<file path="src/design/dpu_pkg.sv">
// ----------------------------------------------------------------------------
// dpu_pkg
// Shared types, codes and constants of the DIB pixel unpacker.
// ----------------------------------------------------------------------------
package dpu_pkg;

  localparam int MAX_WIDTH_DEF  = 4096;
  localparam int MAX_HEIGHT_DEF = 4096;
  localparam int QUEUE_DEPTH    = 2;
  localparam int IDX_W          = 24;
  localparam int CFG_DATA_W     = 13;
  localparam int DIM_LIM_W      = 17;

  localparam logic [CFG_DATA_W-1:0] WIDTH_RESET  = 13'd320;
  localparam logic [CFG_DATA_W-1:0] HEIGHT_RESET = 13'd240;
  localparam logic [7:0]            ALPHA_OPAQUE = 8'hFF;

  typedef enum logic [1:0] {
    MODE_4BIT  = 2'd0,
    MODE_8BIT  = 2'd1,
    MODE_16BIT = 2'd2,
    MODE_RGB   = 2'd3
  } pixel_mode_e;

  typedef enum logic [1:0] {
    REG_PIXEL_MODE   = 2'd0,
    REG_FRAME_WIDTH  = 2'd1,
    REG_FRAME_HEIGHT = 2'd2
  } cfg_reg_e;

  // One queued byte result: one pixel, or a nibble pair in 4-bit mode
  typedef struct packed {
    logic [31:0]      value;
    logic [3:0]       lo_nib;
    logic             two;
    logic             eof;
    logic [IDX_W-1:0] pos;
  } token_t;

  // Zero reads as one, anything above the limit saturates
  function automatic logic [DIM_LIM_W-1:0] clamp_dim(input logic [CFG_DATA_W-1:0] v,
                                                     input logic [DIM_LIM_W-1:0]  lim);
    logic [DIM_LIM_W-1:0] ext;
    ext = DIM_LIM_W'(v);
    if (ext == '0) begin
      return DIM_LIM_W'(1);
    end else if (ext > lim) begin
      return lim;
    end
    return ext;
  endfunction

endpackage

</file>
<file path="src/design/dpu_intf.sv">
// ----------------------------------------------------------------------------
// dpu_intf
// Valid/ready channels of the DIB pixel unpacker: raw bytes, pixels, config.
// ----------------------------------------------------------------------------
interface dpu_byte_if;
  logic       valid;
  logic       ready;
  logic [7:0] data_byte;

  modport source (output valid, output data_byte, input ready);
  modport sink   (input valid, input data_byte, output ready);
endinterface

interface dpu_pix_if;
  logic        valid;
  logic        ready;
  logic [31:0] pixel_value;
  logic [23:0] pixel_index;
  logic        end_of_frame;
  logic        last_of_item;

  modport source (output valid, output pixel_value, output pixel_index,
                  output end_of_frame, output last_of_item, input ready);
  modport sink   (input valid, input pixel_value, input pixel_index,
                  input end_of_frame, input last_of_item, output ready);
endinterface

interface dpu_cfg_if;
  logic        valid;
  logic        ready;
  logic [1:0]  reg_index;
  logic [12:0] wdata;

  modport source (output valid, output reg_index, output wdata, input ready);
  modport sink   (input valid, input reg_index, input wdata, output ready);
endinterface

</file>
<file path="src/design/dpu_front.sv">
// ----------------------------------------------------------------------------
// dpu_front
// Config registers and byte classifier: tracks column, row and padding,
// assembles multi-byte pixels and pushes one token per producing word.
// ----------------------------------------------------------------------------
module dpu_front #(
  parameter int MAX_WIDTH  = dpu_pkg::MAX_WIDTH_DEF,
  parameter int MAX_HEIGHT = dpu_pkg::MAX_HEIGHT_DEF,
  localparam int WW = $clog2(MAX_WIDTH + 1),
  localparam int HW = $clog2(MAX_HEIGHT + 1)
) (
  input  logic             clk_i,
  input  logic             rst_ni,
  dpu_cfg_if.sink          cfg_ch,
  dpu_byte_if.sink         in_ch,
  input  logic             full_i,
  output logic             push_o,
  output dpu_pkg::token_t  tok_o,
  output logic             flip_o,
  output logic [WW-1:0]    width_o,
  output logic [HW-1:0]    height_o
);

  localparam int CW = $clog2(MAX_WIDTH);
  localparam int RW = $clog2(MAX_HEIGHT);

  dpu_pkg::pixel_mode_e mode_q, mode_d;
  logic [WW-1:0]  width_q, width_d;
  logic [HW-1:0]  height_q, height_d;
  logic [1:0]     phase_q, phase_d;
  logic [15:0]    held_q, held_d;
  logic [CW-1:0]  col_q, col_d;
  logic [RW-1:0]  row_q, row_d;
  logic [dpu_pkg::IDX_W-1:0] racc_q, racc_d;
  logic [1:0]     pad_q, pad_d;

  logic           cfg_wr, restart, acc, flip, have, two, last_done, end_row;
  logic [CW-1:0]  w_m1, last_col;
  logic [RW-1:0]  h_m1;
  logic [2:0]     wp1;
  logic [1:0]     row_bytes_lo, row_pad;
  logic [7:0]     b;

  assign cfg_ch.ready = 1'b1;
  // hold bytes off while a config word is offered
  assign in_ch.ready  = !full_i && !cfg_ch.valid;
  assign cfg_wr = cfg_ch.valid && cfg_ch.ready;
  assign acc    = in_ch.valid && in_ch.ready;
  assign b      = in_ch.data_byte;
  assign flip   = (mode_q == dpu_pkg::MODE_4BIT) || (mode_q == dpu_pkg::MODE_8BIT);
  assign w_m1   = CW'(width_q - WW'(1));
  assign h_m1   = RW'(height_q - HW'(1));

  // 4-bit rows hold ceil(width/2) bytes; 4/8-bit rows pad to a multiple of 4 bytes
  assign wp1          = width_q[2:0] + 3'd1;
  assign row_bytes_lo = (mode_q == dpu_pkg::MODE_4BIT) ? wp1[2:1] : width_q[1:0];
  assign row_pad      = flip ? (2'd0 - row_bytes_lo) : 2'd0;

  assign flip_o   = flip;
  assign width_o  = width_q;
  assign height_o = height_q;

  always_comb begin
    mode_d    = mode_q;
    width_d   = width_q;
    height_d  = height_q;
    phase_d   = phase_q;
    held_d    = held_q;
    col_d     = col_q;
    row_d     = row_q;
    racc_d    = racc_q;
    pad_d     = pad_q;
    restart   = 1'b0;
    have      = 1'b0;
    two       = 1'b0;
    end_row   = 1'b0;
    last_col  = col_q;
    last_done = 1'b0;
    push_o    = 1'b0;
    tok_o     = '0;
    tok_o.pos = flip ? (dpu_pkg::IDX_W'(col_q) - racc_q) : (racc_q + dpu_pkg::IDX_W'(col_q));

    if (cfg_wr) begin
      case (dpu_pkg::cfg_reg_e'(cfg_ch.reg_index))
        dpu_pkg::REG_PIXEL_MODE: begin
          mode_d  = dpu_pkg::pixel_mode_e'(cfg_ch.wdata[1:0]);
          restart = 1'b1;
        end
        dpu_pkg::REG_FRAME_WIDTH: begin
          width_d = WW'(dpu_pkg::clamp_dim(cfg_ch.wdata, dpu_pkg::DIM_LIM_W'(MAX_WIDTH)));
          restart = 1'b1;
        end
        dpu_pkg::REG_FRAME_HEIGHT: begin
          height_d = HW'(dpu_pkg::clamp_dim(cfg_ch.wdata, dpu_pkg::DIM_LIM_W'(MAX_HEIGHT)));
          restart  = 1'b1;
        end
        default: begin
          restart = 1'b0;
        end
      endcase
    end else if (acc) begin
      if (flip && (pad_q != 2'd0)) begin
        // drop padding; the last pad byte closes the row
        pad_d   = pad_q - 2'd1;
        end_row = (pad_q == 2'd1);
      end else begin
        case (mode_q)
          dpu_pkg::MODE_4BIT: begin
            have         = 1'b1;
            two          = (col_q != w_m1);
            tok_o.value  = {28'd0, b[7:4]};
            tok_o.lo_nib = b[3:0];
          end
          dpu_pkg::MODE_8BIT: begin
            have        = 1'b1;
            tok_o.value = {24'd0, b};
          end
          dpu_pkg::MODE_16BIT: begin
            if (phase_q == 2'd0) begin
              held_d  = {8'd0, b};
              phase_d = 2'd1;
            end else begin
              phase_d     = 2'd0;
              have        = 1'b1;
              tok_o.value = {16'd0, b, held_q[7:0]};
            end
          end
          default: begin
            if (phase_q == 2'd0) begin
              held_d  = {b, 8'd0};
              phase_d = 2'd1;
            end else if (phase_q == 2'd1) begin
              held_d  = {held_q[15:8], b};
              phase_d = 2'd2;
            end else begin
              phase_d     = 2'd0;
              have        = 1'b1;
              tok_o.value = {dpu_pkg::ALPHA_OPAQUE, held_q[15:8], held_q[7:0], b};
            end
          end
        endcase

        if (have) begin
          last_col  = col_q + CW'(two);
          last_done = (last_col == w_m1);
          tok_o.two = two;
          tok_o.eof = last_done && (row_q == h_m1);
          push_o    = 1'b1;
          if (last_done) begin
            if (row_pad != 2'd0) begin
              col_d = '0;
              pad_d = row_pad;
            end else begin
              end_row = 1'b1;
            end
          end else begin
            col_d = last_col + CW'(1);
          end
        end
      end

      if (end_row) begin
        col_d  = '0;
        pad_d  = 2'd0;
        row_d  = row_q + RW'(1);
        racc_d = racc_q + dpu_pkg::IDX_W'(width_q);
        if (row_q == h_m1) begin
          restart = 1'b1;
        end
      end
    end

    if (restart) begin
      phase_d = 2'd0;
      held_d  = '0;
      col_d   = '0;
      row_d   = '0;
      racc_d  = '0;
      pad_d   = 2'd0;
    end
  end

  always_ff @(posedge clk_i or negedge rst_ni) begin
    if (!rst_ni) begin
      mode_q   <= dpu_pkg::MODE_RGB;
      width_q  <= WW'(dpu_pkg::clamp_dim(dpu_pkg::WIDTH_RESET,
                                         dpu_pkg::DIM_LIM_W'(MAX_WIDTH)));
      height_q <= HW'(dpu_pkg::clamp_dim(dpu_pkg::HEIGHT_RESET,
                                         dpu_pkg::DIM_LIM_W'(MAX_HEIGHT)));
      phase_q  <= 2'd0;
      held_q   <= '0;
      col_q    <= '0;
      row_q    <= '0;
      racc_q   <= '0;
      pad_q    <= 2'd0;
    end else begin
      mode_q   <= mode_d;
      width_q  <= width_d;
      height_q <= height_d;
      phase_q  <= phase_d;
      held_q   <= held_d;
      col_q    <= col_d;
      row_q    <= row_d;
      racc_q   <= racc_d;
      pad_q    <= pad_d;
    end
  end

endmodule

</file>
<file path="src/design/dpu_queue.sv">
// ----------------------------------------------------------------------------
// dpu_queue
// Short token FIFO between classifier and pixel emitter.
// ----------------------------------------------------------------------------
module dpu_queue #(
  parameter int DEPTH = dpu_pkg::QUEUE_DEPTH
) (
  input  logic            clk_i,
  input  logic            rst_ni,
  input  logic            push_i,
  input  dpu_pkg::token_t tok_i,
  input  logic            pop_i,
  output logic            full_o,
  output logic            empty_o,
  output dpu_pkg::token_t head_o
);

  localparam int PW = (DEPTH > 1) ? $clog2(DEPTH) : 1;
  localparam int NW = $clog2(DEPTH + 1);

  dpu_pkg::token_t     mem_q [DEPTH];
  logic [PW-1:0]       wr_q, wr_d, rd_q, rd_d;
  logic [NW-1:0]       cnt_q, cnt_d;
  logic                do_push, do_pop;

  assign full_o  = (cnt_q == NW'(DEPTH));
  assign empty_o = (cnt_q == '0);
  assign head_o  = mem_q[rd_q];
  assign do_push = push_i && !full_o;
  assign do_pop  = pop_i && !empty_o;

  always_comb begin
    wr_d  = wr_q;
    rd_d  = rd_q;
    cnt_d = cnt_q;
    if (do_push) begin
      wr_d = (wr_q == PW'(DEPTH - 1)) ? '0 : wr_q + PW'(1);
    end
    if (do_pop) begin
      rd_d = (rd_q == PW'(DEPTH - 1)) ? '0 : rd_q + PW'(1);
    end
    if (do_push && !do_pop) begin
      cnt_d = cnt_q + NW'(1);
    end else if (do_pop && !do_push) begin
      cnt_d = cnt_q - NW'(1);
    end
  end

  always_ff @(posedge clk_i) begin
    if (do_push) begin
      mem_q[wr_q] <= tok_i;
    end
  end

  always_ff @(posedge clk_i or negedge rst_ni) begin
    if (!rst_ni) begin
      wr_q  <= '0;
      rd_q  <= '0;
      cnt_q <= '0;
    end else begin
      wr_q  <= wr_d;
      rd_q  <= rd_d;
      cnt_q <= cnt_d;
    end
  end

endmodule

</file>
<file path="src/design/dpu_back.sv">
// ----------------------------------------------------------------------------
// dpu_back
// Pixel emitter: splits nibble pairs, resolves the flipped destination index
// and holds each pixel in the output register until taken.
// ----------------------------------------------------------------------------
module dpu_back #(
  parameter int MAX_WIDTH  = dpu_pkg::MAX_WIDTH_DEF,
  parameter int MAX_HEIGHT = dpu_pkg::MAX_HEIGHT_DEF,
  localparam int WW = $clog2(MAX_WIDTH + 1),
  localparam int HW = $clog2(MAX_HEIGHT + 1)
) (
  input  logic            clk_i,
  input  logic            rst_ni,
  input  logic            flip_i,
  input  logic [WW-1:0]   width_i,
  input  logic [HW-1:0]   height_i,
  input  logic            empty_i,
  input  dpu_pkg::token_t head_i,
  output logic            pop_o,
  dpu_pix_if.source       out_ch
);

  localparam int PW = WW + HW;

  logic [PW-1:0]              prod;
  logic [dpu_pkg::IDX_W-1:0]  base_q, idx;
  logic                       vld_q, vld_d, sub_q, sub_d, load, take;
  logic [31:0]                val_q, val_d;
  logic [dpu_pkg::IDX_W-1:0]  pidx_q, pidx_d;
  logic                       eof_q, eof_d, last_q, last_d;

  // first destination row of a flipped frame: (height-1)*width
  assign prod = PW'(height_i - HW'(1)) * PW'(width_i);

  always_ff @(posedge clk_i) begin
    base_q <= dpu_pkg::IDX_W'(prod);
  end

  assign idx  = flip_i ? (base_q + head_i.pos) : head_i.pos;
  assign load = !vld_q || out_ch.ready;
  assign take = load && !empty_i;

  always_comb begin
    vld_d  = vld_q && !out_ch.ready;
    sub_d  = sub_q;
    val_d  = val_q;
    pidx_d = pidx_q;
    eof_d  = eof_q;
    last_d = last_q;
    pop_o  = 1'b0;
    if (take) begin
      vld_d = 1'b1;
      if (sub_q) begin
        // second nibble of the pair
        val_d  = {28'd0, head_i.lo_nib};
        pidx_d = idx + dpu_pkg::IDX_W'(1);
        eof_d  = head_i.eof;
        last_d = 1'b1;
        sub_d  = 1'b0;
        pop_o  = 1'b1;
      end else begin
        val_d  = head_i.value;
        pidx_d = idx;
        eof_d  = head_i.eof && !head_i.two;
        last_d = !head_i.two;
        sub_d  = head_i.two;
        pop_o  = !head_i.two;
      end
    end
  end

  always_ff @(posedge clk_i or negedge rst_ni) begin
    if (!rst_ni) begin
      vld_q <= 1'b0;
      sub_q <= 1'b0;
    end else begin
      vld_q <= vld_d;
      sub_q <= sub_d;
    end
  end

  always_ff @(posedge clk_i) begin
    val_q  <= val_d;
    pidx_q <= pidx_d;
    eof_q  <= eof_d;
    last_q <= last_d;
  end

  assign out_ch.valid        = vld_q;
  assign out_ch.pixel_value  = val_q;
  assign out_ch.pixel_index  = pidx_q;
  assign out_ch.end_of_frame = eof_q;
  assign out_ch.last_of_item = last_q;

  // pair in flight: its token stays at the head and the first half is shown
  a_sub_holds_head : assert property (@(posedge clk_i) disable iff (!rst_ni)
    sub_q |-> (!empty_i && head_i.two && vld_q))
    else $error("nibble pair pending without its token at the queue head");

  a_first_half_pending : assert property (@(posedge clk_i) disable iff (!rst_ni)
    (vld_q && !last_q) |-> sub_q)
    else $error("first nibble shown without second pending");

  a_first_half_no_eof : assert property (@(posedge clk_i) disable iff (!rst_ni)
    (vld_q && !last_q) |-> !eof_q)
    else $error("end of frame flagged on first nibble of a pair");

endmodule

</file>
<file path="src/design/dib_pixel_unpacker.sv">
// ----------------------------------------------------------------------------
// dib_pixel_unpacker
// Unpacks raw uncompressed frame bytes into pixels with destination index.
//
//   channel  dir  payload                                        accepted when
//   cfg_ch   in   reg_index[1:0], wdata[12:0]                    valid & ready
//   in_ch    in   data_byte[7:0]                                 valid & ready
//   out_ch   out  pixel_value[31:0], pixel_index[23:0],          valid & ready
//                 end_of_frame, last_of_item
//
// One byte a cycle is taken while in_ch is not stalled; a pixel is written to
// the token queue with its last byte, then loaded into the output register.
// A 4-bit byte giving two pixels holds the single output port for both in
// turn, so the output port paces that mode when every byte yields two.
// The token queue (two entries) lets bytes keep flowing while out_ch stalls;
// in_ch stalls when that queue is full or while a config word is offered.
// Config is always ready; a write to one of the three registers takes effect
// on the next byte and restarts the frame. No clearing pass at reset.
// ----------------------------------------------------------------------------
module dib_pixel_unpacker #(
  parameter int MAX_WIDTH  = dpu_pkg::MAX_WIDTH_DEF,
  parameter int MAX_HEIGHT = dpu_pkg::MAX_HEIGHT_DEF
) (
  input  logic        clk_i,
  input  logic        rst_ni,
  dpu_cfg_if.sink     cfg_ch,
  dpu_byte_if.sink    in_ch,
  dpu_pix_if.source   out_ch
);

  localparam int WW = $clog2(MAX_WIDTH + 1);
  localparam int HW = $clog2(MAX_HEIGHT + 1);

  logic            push, pop, full, empty, flip;
  dpu_pkg::token_t tok, head;
  logic [WW-1:0]   width;
  logic [HW-1:0]   height;

  dpu_front #(
    .MAX_WIDTH  (MAX_WIDTH),
    .MAX_HEIGHT (MAX_HEIGHT)
  ) u_front (
    .clk_i    (clk_i),
    .rst_ni   (rst_ni),
    .cfg_ch   (cfg_ch),
    .in_ch    (in_ch),
    .full_i   (full),
    .push_o   (push),
    .tok_o    (tok),
    .flip_o   (flip),
    .width_o  (width),
    .height_o (height)
  );

  dpu_queue #(
    .DEPTH (dpu_pkg::QUEUE_DEPTH)
  ) u_queue (
    .clk_i   (clk_i),
    .rst_ni  (rst_ni),
    .push_i  (push),
    .tok_i   (tok),
    .pop_i   (pop),
    .full_o  (full),
    .empty_o (empty),
    .head_o  (head)
  );

  dpu_back #(
    .MAX_WIDTH  (MAX_WIDTH),
    .MAX_HEIGHT (MAX_HEIGHT)
  ) u_back (
    .clk_i    (clk_i),
    .rst_ni   (rst_ni),
    .flip_i   (flip),
    .width_i  (width),
    .height_i (height),
    .empty_i  (empty),
    .head_i   (head),
    .pop_o    (pop),
    .out_ch   (out_ch)
  );

endmodule
</file>
<file path="src/flat_wrapper.sv">
// flat-port wrapper written by rule: the top's interface ports become plain ports
module dib_pixel_unpacker_flat 
#(
  parameter int MAX_WIDTH  = dpu_pkg::MAX_WIDTH_DEF,
  parameter int MAX_HEIGHT = dpu_pkg::MAX_HEIGHT_DEF
)
  (clk_i, rst_ni, cfg_ch_valid, cfg_ch_reg_index, cfg_ch_wdata, cfg_ch_ready, in_ch_valid, in_ch_data_byte, in_ch_ready, out_ch_valid, out_ch_pixel_value, out_ch_pixel_index, out_ch_end_of_frame, out_ch_last_of_item, out_ch_ready);
  dpu_cfg_if cfg_ch_i ();
  dpu_byte_if in_ch_i ();
  dpu_pix_if out_ch_i ();
  input  logic clk_i;
  input  logic rst_ni;
  input wire logic [$bits(cfg_ch_i.valid)-1:0] cfg_ch_valid;
  input wire logic [$bits(cfg_ch_i.reg_index)-1:0] cfg_ch_reg_index;
  input wire logic [$bits(cfg_ch_i.wdata)-1:0] cfg_ch_wdata;
  output wire logic [$bits(cfg_ch_i.ready)-1:0] cfg_ch_ready;
  input wire logic [$bits(in_ch_i.valid)-1:0] in_ch_valid;
  input wire logic [$bits(in_ch_i.data_byte)-1:0] in_ch_data_byte;
  output wire logic [$bits(in_ch_i.ready)-1:0] in_ch_ready;
  output wire logic [$bits(out_ch_i.valid)-1:0] out_ch_valid;
  output wire logic [$bits(out_ch_i.pixel_value)-1:0] out_ch_pixel_value;
  output wire logic [$bits(out_ch_i.pixel_index)-1:0] out_ch_pixel_index;
  output wire logic [$bits(out_ch_i.end_of_frame)-1:0] out_ch_end_of_frame;
  output wire logic [$bits(out_ch_i.last_of_item)-1:0] out_ch_last_of_item;
  input wire logic [$bits(out_ch_i.ready)-1:0] out_ch_ready;
  assign cfg_ch_i.valid = cfg_ch_valid;
  assign cfg_ch_i.reg_index = cfg_ch_reg_index;
  assign cfg_ch_i.wdata = cfg_ch_wdata;
  assign cfg_ch_ready = cfg_ch_i.ready;
  assign in_ch_i.valid = in_ch_valid;
  assign in_ch_i.data_byte = in_ch_data_byte;
  assign in_ch_ready = in_ch_i.ready;
  assign out_ch_valid = out_ch_i.valid;
  assign out_ch_pixel_value = out_ch_i.pixel_value;
  assign out_ch_pixel_index = out_ch_i.pixel_index;
  assign out_ch_end_of_frame = out_ch_i.end_of_frame;
  assign out_ch_last_of_item = out_ch_i.last_of_item;
  assign out_ch_i.ready = out_ch_ready;
  dib_pixel_unpacker #(.MAX_WIDTH(MAX_WIDTH), .MAX_HEIGHT(MAX_HEIGHT)) u_core (.clk_i(clk_i), .rst_ni(rst_ni), .cfg_ch(cfg_ch_i), .in_ch(in_ch_i), .out_ch(out_ch_i));
endmodule
</file>
<file path="config.mk">
export PLATFORM = sky130hd
export DESIGN_NAME = dib_pixel_unpacker_flat
export DESIGN_NICKNAME = d
export VERILOG_FILES = /design/src/design/dpu_pkg.sv /design/src/design/dpu_intf.sv /design/src/design/dpu_front.sv /design/src/design/dpu_queue.sv /design/src/design/dpu_back.sv /design/src/design/dib_pixel_unpacker.sv /design/src/flat_wrapper.sv
export SDC_FILE = /design/constraint.sdc
export NUM_CORES = 1
export LEC_CHECK = 0
export BUFFER_PORTS_ARGS = -buffer_cell sky130_fd_sc_hd__buf_4
export CORE_AREA = 2 2 212 214
export DETAILED_ROUTE_END_ITERATION = 8
export DIE_AREA = 0 0 214 216
export HOLD_SLACK_MARGIN = 0.15
export PLACE_DENSITY = 0.72
export SYNTH_ARGS = -nofsm -noshare
export SYNTH_HDL_FRONTEND = slang
export SYNTH_HIERARCHICAL = 1
export SYNTH_SLANG_ARGS = --single-unit
</file>
<file path="constraint.sdc">
create_clock -name clk_i -period 11 [get_ports clk_i]
set_input_delay 0.55 -clock clk_i [delete_from_list [all_inputs] [get_ports clk_i]]
set_output_delay 0.55 -clock clk_i [all_outputs]
set_load 0.02 [all_outputs]
</file>
======== Word level (Yosys, flattened, before mapping) ========
Memory sizes are Yosys's and may differ from the RTL's.
Cells that the tools add are included.
word-level totals
  memories ................................ 1
  register bits after elaboration ......... 184
  logic and storage cells ................. 208
  output and inout bits ................... 61
  latch bits .............................. 0
  memory bits (read-only) ................. 0
  bits in writable memories ............... 124
cells by class
  reduce and logical (&&, ||, !) cells .... 48
  divide/modulo/power cells ............... 0
  eq/ne operators ......................... 16
  bitwise gates (word level) .............. 0
  shift operators ......................... 0
  $mul .................................... 1
  $lt $le $gt $ge ......................... 1
  mux-type cells .......................... 102
  $add $sub $neg .......................... 18
memory list
  memory                words  bits a word  read ports  clocked after Yosys merged registers in  wr ports  line             RTL
  u_core.u_queue.mem_q  2      62           1           0                                        1         dpu_queue.sv:21  dpu_pkg::token_t mem_q [DEPTH];
operators with widths
  operator                 number
  $mux W24                 7
  $mux W12                 12
  $mux W38                 3
  $mux W16                 7
  $pmux W32 S3             1
  $mux W32                 2
  $mux W13                 4
  $mux W1                  41
  $mux W2                  19
  $pmux W16 S2             1
  $mul A26 B13 Y24         1
  $add A12 B1 Y12 const B  2
  $add A24 B1 Y24 const B  1
  $add A24 B12 Y24         1
  $add A24 B13 Y24         1
  $add A24 B24 Y24         1
  $eq A12 B12 Y1           2
  $sub A12 B1 Y12 const B  2
  $sub A12 B24 Y24         1
  $reduce_and A5 Y1        3
  $sub A13 B1 Y14 const B  1
  $gt A13 B13 Y1 const B   1
  $logic_not A13 Y1        1
  $add A12 B1 Y12          1
  other kinds (30)         70

======== Depth between registers and ports, before layout ========
Gate-level depths: netlist (run 1).
  depth in word-level cells ............... 18
  mapped depth ............................ 30
  depth with buffers taken out ............ 28

======== By module ========
The synthesis (run 1) kept the hierarchy.
modules (own cells, without submodules)
  module     sequential area each (sq um)  times used  area each (sq um)  cells an instance
  dpu_back   2,272.2                       1           11,234.5           1,191
  dpu_front  2,412.3                       1           7,718.7            906
  dpu_queue  3,823.7                       1           4,971.0            212

======== Worst setup path before layout (run 1) ========
No wires, ideal clock.
  kind .................................... flip-flop to flip-flop
  from .................................... reg u_core.u_front.height_q[0] (netlist: u_core/u_front/height_o[0])
  to ...................................... reg u_core/u_back/base_q[22] (netlist bit)
  setup slack ............................. 3.623 ns
  period minus slack after synthesis ...... 7.377 ns
  stages on the path, launching flop included .. 30
  library setup time ...................... 0.072 ns
  required time ........................... 10.928 ns
  arrival time ............................ 7.305 ns
  cells stage by stage .................... dfrtp_1 clkbuf_1 inv_1 ha_1 nand2_1 nor3_1 xor2_1 clkbuf_1 and2_1 fa_1 inv_1 fa_1 fa_1 inv_1 fa_1 fa_1 inv_1 fa_1 inv_1 ha_1 a21o_1 a211o_1 a2bb2oi_1 a41oi_1 nor2_1 o31a_1 nor4_1 o31ai_1 o41ai_1 xnor2_1
between the ends
  cells in the longest elaborated chain, start to end .. 2
ends and longest elaborated chain
  element                     line              RTL
  from (decl)                 dpu_front.sv:29   logic [HW-1:0] height_q, height_d;
  from (signal assigned)      dpu_front.sv:188  height_q <= HW'(dpu_pkg::clamp_dim(dpu_pkg::HEIGHT_RESET,
  from (signal assigned)      dpu_front.sv:199  height_q <= height_d;
  $sub A13 B1 Y14             dpu_back.sv:33    assign prod = PW'(height_i - HW'(1)) * PW'(width_i);
  $mul A26 B13 Y24            dpu_back.sv:33
  net u_core.u_back.prod[22]  dpu_back.sv:25    logic [PW-1:0] prod;
  to (signal assigned)        dpu_back.sv:36    base_q <= dpu_pkg::IDX_W'(prod);
  to (decl)                   dpu_back.sv:26    logic [dpu_pkg::IDX_W-1:0] base_q, idx;
The timed path passes the listed nets, and every way through them passes these cells.
A chain may end at the register's enable or synchronous reset.

======== Worst setup path after layout (run 1) ========
  from .................................... reg u_core.u_front.height_q[3] (netlist: u_core/u_front/height_o[3])
  to ...................................... reg u_core/u_back/base_q[22] (netlist bit)
The elaborated chain is that of the path after synthesis.

==> results of run 1 <==
-- synth_stat cells, types with 5 or more instances --
cell / n
dfstp_2: 8
and2_1: 74
clkbuf_1: 64
nor4_1: 22
nand3_1: 31
or3_1: 21
dfrtp_1: 94
nand3b_1: 8
a22o_1: 20
mux2_2: 16
buf_12: 6
a211oi_1: 13
buf_2: 11
a22oi_1: 13
a31o_2: 6
or2_2: 6
o31ai_1: 20
nand2_1: 200
xnor2_1: 114
nor2b_1: 60
xor2_1: 104
a31oi_1: 12
nand2b_1: 31
o211ai_1: 9
nand4_1: 12
nor2_1: 138
dfxtp_1: 24
o21ai_0: 81
a21oi_1: 53
nor3_1: 38
a21o_1: 24
fa_1: 158
mux2_4: 59
nor3b_1: 5
buf_4: 8
mux2i_1: 25
o21bai_1: 7
o2111ai_1: 9
ha_1: 122
edfxtp_1: 182
o21a_1: 14
and3_1: 38
or4_1: 8
inv_1: 251
-- area by class of cell --
type	instances	area [sq um]	share of cell area [%]
Clock buffer	42	932	3.54
Clock inverter	22	278	1.06
Inverter	252	946	3.60
Multi-Input combinational cell	1654	14000	53.2
Sequential cell	308	8510	32.4
Tap cell	592	741	2.82
Timing Repair Buffer	120	903	3.44
-- power groups by stage --
| stage | Clock [mW] | Sequential [mW] | Combinational [mW] |
|---|---|---|---|
| finish | 1.21 | 1.82 | 4.34 |
| global route | 1.27 | 1.85 | 4.87 |
| CTS | 1.23 | 1.82 | 4.35 |
| detailed placement | 0 | 1.84 | 4.32 |
| global placement | 0 | 1.83 | 4.18 |
| floorplan | 0 | 1.92 | 3.19 |
-- layer usage --
layer  vias to the layer above  share of wire (%)  track usage, %
met1                      8318                 44            31.6
met4                         0                2.8            8.76
li1                       8012                  -               -
met5                         -                  0               0
met3                       102                5.4            3.04
met2                       505                 48            41.3
-- state kept, by name (all words and copies together) (netlist names), 2 cells and up --
| register | cells |
|---|---|
| u_core/u_queue/cnt_q | 2 |
| u_core/u_front/held_q | 16 |
| u_core/u_back/base_q | 24 |
| u_core/u_back/out_ch.pixel_index | 24 |
| u_core/u_queue/mem_q | 124 |
| u_core/u_back/out_ch.pixel_value | 32 |
| u_core/u_front/height_o | 13 |
| u_core/u_front/width_o | 13 |
| u_core/u_front/racc_q | 24 |
| u_core/u_front/mode_q | 2 |
| u_core/u_front/pad_q | 2 |
| u_core/u_front/row_q | 12 |
| u_core/u_front/col_q | 12 |
| u_core/u_front/phase_q | 2 |
-- worst paths after layout --
| kind | from | endpoint | cells after the start |
|---|---|---|---|
| max | u_core/u_front/height_o[3] | u_core/u_back/base_q[22] | 26 |
| min | out_ch_ready | u_core/u_back/out_ch.valid | 2 |
| max reg2reg | u_core/u_front/height_o[3] | u_core/u_back/base_q[22] | 26 |
| min reg2reg | u_core/u_front/held_q[8] | u_core/u_front/held_q[8] | 1 |
| max in group asynchronous | rst_ni | u_core/u_queue/rd_q | 3 |
| min in group asynchronous | rst_ni | u_core/u_front/row_q[0] | 2 |
-- repair_timing --
action                     4_1_cts  5_1_grt
hold endpoints to repair        29        0
setup endpoints to repair        0        0
gates resized for setup          0        0
hold buffers                     1        0
-- logic make-up after synthesis --
| group | after synthesis |
|---|---|
| buf+inv | 347 |
| mux | 100 |
| flops | 308 |
| other cells | 1 |
| xor+xnor | 219 |
| fa+ha+maj | 280 |
| compound gates | 335 |
| simple gates | 719 |
-- per-stage QoR --
step | power [mW] | hold WS [ps]
after floorplan | 5.11 | 254
after global placement | 6.01 | 480
after detailed placement | 6.16 | 485
after CTS | 7.40 | 177
after global routing | 7.99 | 216
final | 7.36 | 197
==> impl_metrics.json, run 1 <==
{
  "switching_power_mw": 3.14,
  "ir_worst_vdd_uv": 168,
  "ys_types": 97,
  "ios": 89,
  "synth_fa_ha_area_share_pct": 19.6,
  "postSynthCellCount": 2309,
  "grt_max_degree": 68,
  "setup_viol_count_final": 0,
  "seq_power_share_pct": 24.7,
  "final_core_utilization_pct": 60.0,
  "drtIter0Drc": 1211,
  "p_comb_share_pct": 58.9,
  "max_freq_mhz": 124,
  "die_x_microns": 214,
  "pwr-share-clk_pct": 16.4,
  "dp_worst_setup_slack_ps": 2920,
  "skew_ps": 18.9,
  "max_stage_delay_ps": 790,
  "r2r_setup_slack_ps": 2940,
  "coreArea_sq_um": 43800,
  "worst_hold_path_type": "in2reg",
  "swShare_pct": 42.6,
  "place_inst": 2925,
  "vias_per_cell": 5.66,
  "min_period_ps": 8060,
  "setup_ws_ps": 2940,
  "slew_violations": 0,
  "slew_headroom_pct": 21.2,
  "yosysTopAreaCell": "edfxtp_1",
  "die_y_microns": 216,
  "first_pass_iters": 8,
  "post_cts_buffers": 0,
  "max_slew.worst_pin.slew_ps": 1180,
  "cp_slowest_cell": "xor2_1",
  "antenna_found_initial": 0,
  "synth_top_area_share_pct": 22.8,
  "postPlaceCellArea_sq_um": 25100,
  "gp_congestion": 0.906,
  "fin_crit_sh_pct": 73.3,
  "ys_seq_area_share_pct": 35.6,
  "synth-async-reset-ratio_pct": 33.1,
  "grt_overflow": 0,
  "synth_edf_count": 182,
  "clock_latency_ps": 550,
  "die_area_sq_um": 46200,
  "yosysWarnings": 6,
  "crit_top_cell": "fa_1",
  "io_buffers": 87,
  "htree_levels": 2,
  "cts_root_buf": "clkbuf_16",
  "intPower_mw": 4.22,
  "synth_compound_area_share_pct": 9.74,
  "synth_mux_area_share_pct": 5.50,
  "cap_violations": 0,
  "syn-cell-area_sq_um": 23900,
  "fin_setup_tns_ps": 0,
  "cts_buffer_depth": 3,
  "startpoint_type": "flop",
  "synth_xor_area_share_pct": 8.05,
  "synthTopCellsByArea": "edfxtp_1, fa_1, dfrtp_1",
  "rsz0062_at_grt": "false",
  "synth_nets": 2617,
  "fp-row-count": 77,
  "grt_pass1_vias": 17300,
  "drt-total-wl_microns": 54700,
  "cp.required_ps": 11460,
  "grt_use_total_pct": 24.1,
  "path_max_fanout": 13,
  "status": "complete, no violations",
  "ys_ff_latch": 308,
  "drive_above_1_share_pct": 12.4,
  "place_hpwl_microns": 40800,
  "mostFrequentLayoutCells": "inv_1, nand2_1, edfxtp_1",
  "start_util_pct": 54.6,
  "crit_type": "reg2reg",
  "final_cell_area_sq_um": 26300,
  "n_fill_cell": 3647,
  "cts_made_buffers": 35,
  "n_antenna_cell": 0,
  "via_count": 16900,
  "cts_tree": "yes",
  "syn_avg_cell_area_sq_um": 10.4,
  "layout-area-overhead-vs-synth_pct": 9.91,
  "post-route-drc-count": 0,
  "cp_num_buf_inv": 4,
  "cp_top_family": "adder cells",
  "grt_pass1_wl_microns": 90000,
  "stdcell_count": 2990,
  "synth_top_family_by_area": "adder cells",
  "yosys.area_share.simple_pct": 15.5,
  "clkSinkCount": 308,
  "final_common_cell": "inv_1",
  "wl_per_cell_microns": 18.3,
  "ant_nets": 0,
  "cts.clk_slew.worst_paths_ps": 60,
  "critPathArrivalTime_ps": 8520,
  "power.leakage_nw": 11.7,
  "power.density_nw_per_um2": 280,
  "synthFlopType": "edfxtp_1",
  "hold_viol": 0,
  "nets": 2679,
  "crit_path_end_kind": "flop"
}
No activity file was read; power rests on OpenSTA's default activity.
==> run 2: changes to the inputs <==
--- a/config.mk
+++ b/config.mk
@@ -10,7 +10,7 @@
 export DETAILED_ROUTE_END_ITERATION = 8
 export DIE_AREA = 0 0 214 216
 export HOLD_SLACK_MARGIN = 0.15
-export PLACE_DENSITY = 0.72
+export PLACE_DENSITY = 0.74
 export SYNTH_ARGS = -nofsm -noshare
 export SYNTH_HDL_FRONTEND = slang
 export SYNTH_HIERARCHICAL = 1
==> constraint.sdc (replaced) <==
create_clock -name clk_i -period 7.21 [get_ports clk_i]
set_input_delay 0.3605 -clock clk_i [delete_from_list [all_inputs] [get_ports clk_i]]
set_output_delay 0.3605 -clock clk_i [all_outputs]
set_load 0.02 [all_outputs]
==> run 2 against run 1 <==
Critical path depth up 1. Global-route usage down 0.30 points. Sequential cell count unchanged. Critical path type unchanged.
==> impl_metrics.json, run 2 (same netlist as run 1, synthesis figures left out) <==
{
  "cts_root_buf": "clkbuf_16",
  "wl_per_cell_microns": 18.0,
  "power.density_nw_per_um2": 423,
  "timing.rr.start": "u_core/u_front/height_o[5]",
  "min_period_ps": 6920,
  "critPathArrivalTime_ps": 7340,
  "holdPathStages": 4,
  "clkSinkCount": 308,
  "path_max_fanout": 4,
  "cap_violations": 0,
  "vias_per_cell": 5.67,
  "status": "complete, no violations",
  "hold_viol": 0,
  "p_comb_share_pct": 60.0,
  "crit_path_end_kind": "flop",
  "drt-total-wl_microns": 54700,
  "r2r_end": "u_core/u_back/base_q[23]",
  "stdcell_count": 3034,
  "grt_pass1_wl_microns": 89800,
  "nets": 2723,
  "max_freq_mhz": 144,
  "ios": 89,
  "seq_power_share_pct": 24.8,
  "p_total_mw": 11.3,
  "cts.clk_slew.worst_paths_ps": 60,
  "largest_register_ffs": 124,
  "fp-row-count": 77,
  "die_area_sq_um": 46200,
  "startpoint_type": "flop",
  "slew_violations": 0,
  "mostFrequentLayoutCells": "inv_1, nand2_1, edfxtp_1",
  "postPlaceCellArea_sq_um": 25200,
  "max_slew.worst_pin.slew_ps": 1030,
  "grt_pass1_vias": 17600,
  "place_inst": 2942,
  "antenna_found_initial": 0,
  "hp-start": "cfg_ch_reg_index[0]",
  "n_antenna_cell": 0,
  "grt_overflow": 0,
  "cts_tree": "yes",
  "coreArea_sq_um": 43800,
  "hold_slack_ps": 190,
  "drive_above_1_share_pct": 13.9,
  "final_cell_area_sq_um": 26700,
  "r2r_setup_slack_ps": 290,
  "skew_ps": 22.3,
  "grt_max_degree": 71,
  "cts_made_buffers": 35,
  "grt_use_total_pct": 23.8,
  "clock_latency_ps": 550,
  "final_core_utilization_pct": 60.9,
  "io_buffers": 87,
  "worst_hold_path_type": "in2reg",
  "ir_worst_vdd_uv": 271,
  "slew_headroom_pct": 30.8,
  "start_util_pct": 54.6,
  "post-route-drc-count": 0,
  "gp_congestion": 0.901,
  "setup_viol_count_final": 0,
  "final_common_cell": "inv_1",
  "place_hpwl_microns": 40600,
  "pwr-share-clk_pct": 15.2,
  "ant_nets": 0,
  "die_y_microns": 216,
  "swShare_pct": 42.9,
  "intPower_mw": 6.44,
  "n_fill_cell": 3527,
  "drtIter0Drc": 1331,
  "cp.required_ps": 7630,
  "fin_crit_sh_pct": 96.0,
  "min_to": "u_core/u_front/mode_q[1]",
  "switching_power_mw": 4.84,
  "r2r_cells": 27,
  "power.leakage_nw": 11.9,
  "first_pass_iters": 6,
  "top_register": "u_core/u_queue/mem_q",
  "cts_buffer_depth": 3,
  "crit_type": "reg2reg",
  "die_x_microns": 214,
  "htree_levels": 2,
  "via_count": 17200,
  "layout-area-overhead-vs-synth_pct": 11.6
}
[run 2: cell count changes in the layout (fill, tap and decap cells not counted), sizes merged]
| cell | previous run | this run |
|---|---|---|
| clkinv | 15 | 12 |
| bufinv | 5 | 2 |
| inv | 253 | 254 |
| clkbuf | 42 | 47 |
| buf | 119 | 143 |
| dlygate4sd3 | 1 | 21 |
[run 2: worst max-delay path: stages, from the launching register on]
cell and delay (ps):
dfstp_2 380, nor4_4 330, nand2_1 130, nor2_2 160
xor2_2 100, and2_4 170, fa_1 490, inv_1 50
fa_1 500, fa_1 510, inv_1 50, fa_1 460
fa_1 550, inv_1 70, fa_1 530, inv_1 70
ha_4 260, a21o_1 180, a211o_1 270, buf_4 140
or3_1 300, a21o_1 170, a31o_2 240, nand3_1 100
nand3_1 100, a31o_2 240, a21oi_1 160, xnor2_1 80
[run 2: power groups by stage]
stage | sequential [mW] | combinational [mW] | clock, mW
2_1_floorplan | 2.92 | 4.88 | 0
3_3_place_gp | 2.82 | 6.33 | 0
3_5_place_dp | 2.83 | 6.53 | 0
4_1_cts | 2.80 | 6.61 | 1.76
5_1_grt | 2.84 | 7.57 | 1.82
6_report | 2.80 | 6.77 | 1.71
[run 2: stage by stage]
stage	setup TNS [ps]	setup slack, ps
floorplan	0	1.59
global placement	0	135
detailed placement	-76.6	-76.6
CTS	0	40.0
global route	-33.7	-33.7
finish	0	289
[run 2: worst max path at each step]
stage                                     endpoint  slack, ps  cells past startpoint                  startpoint
after floorplan           u_core/u_back/base_q[22]          2                     27  u_core/u_front/height_o[3]
after global placement    u_core/u_back/base_q[22]        130                     25  u_core/u_front/height_o[3]
after detailed placement  u_core/u_back/base_q[22]        -80                     25  u_core/u_front/height_o[3]
after CTS                 u_core/u_back/base_q[22]         40                     25  u_core/u_front/height_o[3]
after global routing      u_core/u_back/base_q[22]        -30                     26  u_core/u_front/height_o[5]
final                     u_core/u_back/base_q[23]        290                     27  u_core/u_front/height_o[5]
[run 2: what timing repair did]
| item | 4_1_cts | 5_1_grt |
|---|---|---|
| setup buffers | 0 | 7 |
| pin swaps | 0 | 14 |
| endpoints found under the hold margin | 70 | 0 |
| resized for setup | 2 | 23 |
| endpoints found under the setup margin | 1 | 4 |
| hold buffers | 21 | 0 |
[run 2: area by class of cell]
| class | count | area, sq um | share of cell area [%] |
|---|---|---|---|
| tap | 592 | 741 | 2.78 |
| clock buffer | 47 | 921 | 3.45 |
| timing repair buffer | 164 | 1290 | 4.82 |
| sequential | 308 | 8510 | 31.9 |
| clock inverter | 17 | 179 | 0.670 |
| multi-input combinational | 1654 | 14100 | 52.8 |
| inverter | 252 | 946 | 3.54 |
[run 2: layer usage]
metal,global-route usage (%),wire [microns],up-vias
li1,-,-,8093
met1,31.5,23900,8504
met2,41.0,26600,527
met3,3.51,3070,89
met4,6.60,1080,0
met5,0,0,-
==> run 3: changes to the inputs <==
--- a/config.mk
+++ b/config.mk
@@ -10,7 +10,7 @@
 export DETAILED_ROUTE_END_ITERATION = 8
 export DIE_AREA = 0 0 214 216
 export HOLD_SLACK_MARGIN = 0.15
-export PLACE_DENSITY = 0.74
+export PLACE_DENSITY = 0.72
 export SYNTH_ARGS = -nofsm -noshare
 export SYNTH_HDL_FRONTEND = slang
 export SYNTH_HIERARCHICAL = 1
==> constraint.sdc (replaced) <==
create_clock -name clk_i -period 8 [get_ports clk_i]
set_input_delay 0.4 -clock clk_i [delete_from_list [all_inputs] [get_ports clk_i]]
set_output_delay 0.4 -clock clk_i [all_outputs]
set_load 0.02 [all_outputs]
==> run 3 against run 2 <==
Utilization decreased by 0.66 points. Sequential power decreased by 9.3%. Sequential share of layout area increased by 0.34 points. Die area unchanged. Total power decreased by 12%. Final cell count decreased by 0.79%. Largest cell class unchanged. Highest routed layer unchanged.
==> impl_metrics.json, run 3 (same netlist as run 1, synthesis figures left out) <==
{
  "power.leakage_nw": 11.7,
  "layout-area-overhead-vs-synth_pct": 10.3,
  "path_max_fanout": 12,
  "grt_use_met2_pct": 41.1,
  "power.density_nw_per_um2": 378,
  "gp_congestion": 0.906,
  "holdPathStages": 3,
  "clock_latency_ps": 560,
  "skew_ps": 25.2,
  "grt_use_total_pct": 24.4,
  "drive_above_1_share_pct": 12.2,
  "largest_register_ffs": 124,
  "wl_per_cell_microns": 18.2,
  "nets": 2700,
  "r2r_cells": 29,
  "worst_hold_path_type": "in2reg",
  "mostFrequentLayoutCells": "inv_1, nand2_1, edfxtp_1",
  "place_hpwl_microns": 40700,
  "place_inst": 2927,
  "cts_made_buffers": 35,
  "max_freq_mhz": 132,
  "ir_worst_vdd_uv": 273,
  "clkSinkCount": 308,
  "fin_crit_sh_pct": 94.5,
  "postPlaceCellArea_sq_um": 25100,
  "post_cts_buffers": 0,
  "grt_overflow": 0,
  "die_x_microns": 214,
  "vias_per_cell": 5.62,
  "final_core_utilization_pct": 60.2,
  "coreArea_sq_um": 43800,
  "slew_headroom_pct": 25.4,
  "cts_tree": "yes",
  "ant_nets": 0,
  "htree_levels": 2,
  "stdcell_count": 3010,
  "critPathArrivalTime_ps": 8030,
  "drtIter0Drc": 1240,
  "grt.met1_usage_pct": 32.7,
  "cts_buffer_depth": 3,
  "ios": 89,
  "max_stage_delay_ps": 540,
  "post-route-drc-count": 0,
  "grt_pass1_wl_microns": 91000,
  "final_cell_area_sq_um": 26400,
  "setup_viol_count_final": 0,
  "antenna_found_initial": 0,
  "max_slew.worst_pin.slew_ps": 1120,
  "io_buffers": 87,
  "n_antenna_cell": 0,
  "crit_type": "reg2reg",
  "top_usage_layer": "met2",
  "grt_max_degree": 64,
  "cp_slowest_cell": "fa_1",
  "grtUsageMet3_pct": 3.45,
  "cts_root_buf": "clkbuf_16",
  "first_pass_iters": 8,
  "cts.clk_slew.worst_paths_ps": 60,
  "via_count": 16900,
  "start_util_pct": 54.6,
  "drt-total-wl_microns": 54800,
  "final_common_cell": "inv_1",
  "fin_setup_tns_ps": 0,
  "top_register": "u_core/u_queue/mem_q",
  "fp-row-count": 77,
  "rsz0062_at_grt": "false",
  "cp.required_ps": 8470,
  "die_area_sq_um": 46200,
  "die_y_microns": 216,
  "status": "complete, no violations",
  "startpoint_type": "flop",
  "min_period_ps": 7560,
  "cap_violations": 0,
  "grt_pass1_vias": 17200,
  "crit_path_end_kind": "flop",
  "hold_viol": 0,
  "slew_violations": 0
}
-- run 3: repair_timing --
action,4_1_cts,5_1_grt
endpoints found under the hold margin,64,0
hold buffers,20,0
setup endpoints to repair,0,1
gates resized for setup,0,1
-- run 3: cell type report --
| type | count | area (sq um) |
|---|---|---|
| well taps | 592 | 741 |
| clock inverters | 15 | 123 |
| flip-flops and latches | 308 | 8510 |
| multi-input cells | 1654 | 14000 |
| fillers | 3585 | 17400 |
| clock buffers | 48 | 977 |
| repair buffers | 141 | 1110 |
| inverters | 252 | 946 |
-- run 3: layer usage --
metal	wire (microns)	share of wire, %	up-vias
met4	1610	2.9	0
met3	2800	5.1	102
met5	0	0	-
met1	24100	44	8279
met2	26300	48	483
li1	-	-	8064
-- run 3: where the power goes --
group | total, mW | switching (mW) | internal (mW)
logic | 5.90 | 3.38 | 2.52
clock network | 1.53 | 0.659 | 0.868
registers | 2.54 | 0.268 | 2.28
total | 9.97 | 4.31 | 5.67
-- run 3: critical path: cells and delay by family (launching register included) --
family	cells	cell delay, ps
flip-flops	1	490
XOR/XNOR	2	250
buffers and inverters	7	480
AO/OA/AOI/OAI	6	1440
adder cells (fa/ha/maj)	7	3370
AND/OR/NAND/NOR	7	1460
-- run 3: final timing paths --
path	startpoint	end	slack [ps]
min reg2reg	u_core/u_front/held_q[9]	u_core/u_front/held_q[9]	500
min in group asynchronous	rst_ni	u_core/u_front/width_o[3]	380
max reg2reg	u_core/u_front/height_o[3]	u_core/u_back/base_q[22]	440
max in group asynchronous	rst_ni	u_core/u_queue/rd_q	6290
max	u_core/u_front/height_o[3]	u_core/u_back/base_q[22]	440
min	cfg_ch_wdata[7]	u_core/u_front/height_o[7]	170
-- run 3: metrics by stage --
stage,worst slack [ps],hold WS (ps),power [mW]
finish,443,168,9.97
global route,0.478,188,10.8
floorplan,623,104,7.02
CTS,365,151,10.0
detailed placement,419,412,8.43
global placement,655,406,8.25
